$ cat src/sv/median_filter_3x3_core_assert.svh
// Assertion macros shared by the median filter RTL.
`ifndef MEDIAN_FILTER_3X3_CORE_ASSERT_SVH
`define MEDIAN_FILTER_3X3_CORE_ASSERT_SVH

// Same-cycle implication, checked outside reset.
`define MF3_ASSERT_NOW(label, clk, rst_n, ante, cons, msg) \
  label: assert property (@(posedge clk) disable iff (!rst_n) (ante) |-> (cons)) \
    else $error(msg);

// Next-cycle implication, checked outside reset.
`define MF3_ASSERT_NEXT(label, clk, rst_n, ante, cons, msg) \
  label: assert property (@(posedge clk) disable iff (!rst_n) (ante) |=> (cons)) \
    else $error(msg);

`endif

$ cat src/sv/mf3_pkg.sv
`default_nettype none

package mf3_pkg;

  // pixel and window geometry
  localparam int PIX_W   = 8;
  localparam int WIN_N   = 9;
  localparam int WIN_MID = 4;

  // configuration register widths and reset values
  localparam int WIDTH_REG_W  = 11;
  localparam int HEIGHT_REG_W = 13;
  localparam int CFG_DATA_W   = 13;
  localparam int CFG_IDX_W    = 2;
  localparam logic [WIDTH_REG_W-1:0]  WIDTH_RST  = 11'd640;
  localparam logic [HEIGHT_REG_W-1:0] HEIGHT_RST = 13'd480;

  // frame limits; row counter runs up to height + 1 while draining
  localparam int MAX_WIDTH_DEF = 1024;
  localparam int MAX_HEIGHT    = 4096;
  localparam int ROW_W         = 13;

  typedef logic [PIX_W-1:0] pix_t;
  typedef pix_t [WIN_N-1:0] win_t;

  typedef enum logic [CFG_IDX_W-1:0] {
    CFG_WIDTH  = 2'd0,
    CFG_HEIGHT = 2'd1
  } cfg_reg_t;

endpackage

`default_nettype wire

$ cat src/sv/mf3_median.sv
`default_nettype none

module mf3_median (
  input  wire mf3_pkg::win_t win_i,
  output mf3_pkg::pix_t      med_o
);

  mf3_pkg::win_t p;

  // compare-exchange: {high, low}
  function automatic logic [2*mf3_pkg::PIX_W-1:0] cx(mf3_pkg::pix_t a, mf3_pkg::pix_t b);
    cx = (a > b) ? {a, b} : {b, a};
  endfunction

  // 19-exchange median-of-9 network, result lands in the middle slot
  always_comb begin
    p = win_i;
    {p[2], p[1]} = cx(p[1], p[2]);
    {p[5], p[4]} = cx(p[4], p[5]);
    {p[8], p[7]} = cx(p[7], p[8]);
    {p[1], p[0]} = cx(p[0], p[1]);
    {p[4], p[3]} = cx(p[3], p[4]);
    {p[7], p[6]} = cx(p[6], p[7]);
    {p[2], p[1]} = cx(p[1], p[2]);
    {p[5], p[4]} = cx(p[4], p[5]);
    {p[8], p[7]} = cx(p[7], p[8]);
    {p[3], p[0]} = cx(p[0], p[3]);
    {p[8], p[5]} = cx(p[5], p[8]);
    {p[7], p[4]} = cx(p[4], p[7]);
    {p[6], p[3]} = cx(p[3], p[6]);
    {p[4], p[1]} = cx(p[1], p[4]);
    {p[5], p[2]} = cx(p[2], p[5]);
    {p[7], p[4]} = cx(p[4], p[7]);
    {p[2], p[4]} = cx(p[4], p[2]);
    {p[4], p[6]} = cx(p[6], p[4]);
    {p[2], p[4]} = cx(p[4], p[2]);
  end

  assign med_o = p[mf3_pkg::WIN_MID];

endmodule

`default_nettype wire

$ cat config.mk
export PLATFORM = sky130hd
export DESIGN_NAME = mf3_median
export DESIGN_NICKNAME = d
export VERILOG_FILES = /design/src/sv/median_filter_3x3_core_assert.svh /design/src/sv/mf3_pkg.sv /design/src/sv/mf3_median.sv
export SDC_FILE = /design/constraint.sdc
export NUM_CORES = 1
export LEC_CHECK = 0
export BUFFER_PORTS_ARGS = -buffer_cell sky130_fd_sc_hd__buf_2
export CAP_MARGIN = 10
export CORE_MARGIN = 2
export CORE_UTILIZATION = 50
export DETAILED_ROUTE_END_ITERATION = 10
export PLACE_DENSITY = 0.7
export SYNTH_ARGS = -nofsm -noshare
export SYNTH_HDL_FRONTEND = slang
export SYNTH_SLANG_ARGS = --single-unit
$ cat constraint.sdc
create_clock -name vclk -period 30.5
set_input_delay 6.1 -clock vclk [all_inputs]
set_output_delay 6.1 -clock vclk [all_outputs]
set_load 0.1 [all_outputs]
==> results.ini <==
[worst_setup_path]
worstSetupPathType=in -> out
cp-startpoint=win_i[71]
worstPathRequired_ns=24.40
critPathSlowestCell=or4_1
path_common_cell=o21ai_0
critPathArrivalTime_ns=23.11
start_kind=primary input
crit_fanout=30
cpPeakStageDelay_ns=0.56
cp-end-kind=primary output

[synthesis]
ys_warn_count=0
synthCells=1033
ys_seq_area_share_pct=0
avgSynthCellArea_um2=6.79
ys_types=69
synth_fp_nets=1252
syn_area_um2=7010

[place]
hpwl_um=17300
post_dp_cell_area_um2=7570
io_buffers=80
place_congestion=1.05

[detailed_routing]
drc=0
drt_pre_antenna_iters=5
drt_iter0_markers=650
drt_wl_total_um=20100
post_drt_wl_per_cell_um=15.9
final_antenna_net_count=0
routed_via_density=6.02
num_vias=7625

[finish]
syn_to_final_growth_pct=8.76
regArea_um2=0
drive_gt1_share_pct=13.8
nFlopsAndLatches=0
fillers=1417
design_area_um2=7630
nets=1308
n_antenna_cell=0
clock_buffer_count=0

[hold_path]
hold_depth=6
worstHoldEndpoint=med_o[5]
hold_path_class=in -> out
holdCritStartpoint=win_i[53]

[die]
die_h_um=122
coreArea_um2=13800
ios=80
die_area_um2=15000
initial_core_util_pct=50.9
die_w_um=122
num_rows=43

[sta]
fin_tns_setup_ns=0
max_slew_margin_pct=29.9
finalCritPeriodShare_pct=95.8
rsz0062_at_grt=no
worstMarginPinSlew_ns=1.05
hold_violations=0
max_freq_mhz=34.2
post-route-min-period_ns=29.21
report.final.slew_viol_count=0
finalSetupViolations=0

[grt]
grt_usage_pct=26.3
antenna_found_initial=0
grt_pass1_vias=6817
gr-total-overflow=0
grt_max_degree=31
grt_pass1_wl_um=32400

[flow_run]
maxCapViolations=0

[run_status]
status=finished clean

[clock_tree]
post-cts-setup-buffers=0
cts_resized=0
hold_buffers=0

-- how the worst max path moves through the flow --
stage | endpoint | slack (ns) | cells after the start
floorplan | med_o[2] | 1.22 | 86
detailed placement | med_o[0] | 0.61 | 76
CTS | med_o[0] | 0.57 | 76
global route | med_o[4] | 0.003 | 85
finish | med_o[4] | 1.29 | 84
global placement | med_o[4] | 1.02 | 77
-- cells in the final DEF, fill, tap and decap left out, types with 11 or more instances in the layout --
| master | n |
|---|---|
| ha_1 | 147 |
| a21oi_1 | 103 |
| inv_1 | 93 |
| nor2_1 | 89 |
| o21ai_0 | 81 |
| buf_2 | 80 |
| nand2_1 | 74 |
| mux2i_1 | 60 |
| nand3_1 | 50 |
| o21a_1 | 32 |
| mux2_2 | 24 |
| nand2b_1 | 20 |
| a21o_1 | 20 |
| nor2b_1 | 19 |
| nor3_1 | 15 |
| and3_1 | 14 |
| nand4_1 | 11 |
| and2_1 | 11 |
-- cells in the mapped netlist (4+ instances only) --
| cell type | number | area [µm²] |
|---|---|---|
| a21boi_0 | 7 | 52.6 |
| a21o_1 | 20 | 150 |
| a21oi_1 | 105 | 526 |
| a31oi_1 | 7 | 43.8 |
| and2_1 | 11 | 68.8 |
| and3_1 | 14 | 87.6 |
| buf_1 | 6 | 22.5 |
| buf_2 | 5 | 25.0 |
| clkbuf_1 | 23 | 86.3 |
| ha_1 | 147 | 1840 |
| inv_1 | 93 | 349 |
| mux2_2 | 24 | 270 |
| mux2i_1 | 60 | 601 |
| nand2_1 | 76 | 285 |
| nand2b_1 | 20 | 125 |
| nand3_1 | 50 | 250 |
| nand4_1 | 11 | 68.8 |
| nor2_1 | 89 | 334 |
| nor2b_1 | 19 | 119 |
| nor3_1 | 15 | 75.1 |
| o211a_1 | 4 | 40.0 |
| o211ai_1 | 10 | 75.1 |
| o21a_1 | 34 | 255 |
| o21ai_0 | 86 | 430 |
| o21ai_1 | 4 | 20.0 |
| o21bai_1 | 4 | 30.0 |
| o311ai_0 | 6 | 52.6 |
| o31a_1 | 5 | 43.8 |
| o31ai_1 | 9 | 67.6 |
| or2_2 | 10 | 62.6 |
-- metrics by stage --
step                util, %  setup slack (ns)  hold slack, ns  instances
floorplan                 -              1.22           13.04       1033
global placement       55.0              1.02           13.20       1266
detailed placement     55.0             0.608           13.19       1266
CTS                    55.0             0.568           13.19       1266
global route           55.4           0.00296           13.24       1267
finish                 55.4              1.29           13.18       1267
-- cell families (layout without fill, tap and decap cells) --
kind of cell	Yosys count	after routing	share of synthesized area [%]
AOI/OAI and AO/OA	335	335	30.1
xor gates and xnor gates	2	2	0.250
adders and majority gates	148	148	26.4
buffers and inverters	130	184	7.15
muxes	88	88	13.5
and+or+nand+nor	330	330	22.7
-- critical path, delay by kind of cell --
family	cells	cell delay, ns
muxes	2	0.56
adders and majority gates	9	2.66
and+or+nand+nor	20	3.22
AOI/OAI and AO/OA	45	9.07
buffers and inverters	8	1.45
-- per-layer routing --
metal,vias to the layer above,global-route usage [%],share of wire (%)
li1,3904,-,-
met1,3415,36.0,46
met2,268,43.6,43
met3,38,3.11,7.0
met4,0,6.75,3.1
met5,-,0,0
-- area by class of cell --
type                       count  area, µm²  area share, %
timing repair buffer          90        475           6.23
inverter                      94        353           4.63
tap                          180        225           2.95
multi-input combinational    903       6580           86.2
Power is left out: the tool's default activity adds up to more than one toggle a clock period on the data nets, which glitch-free logic cannot reach.
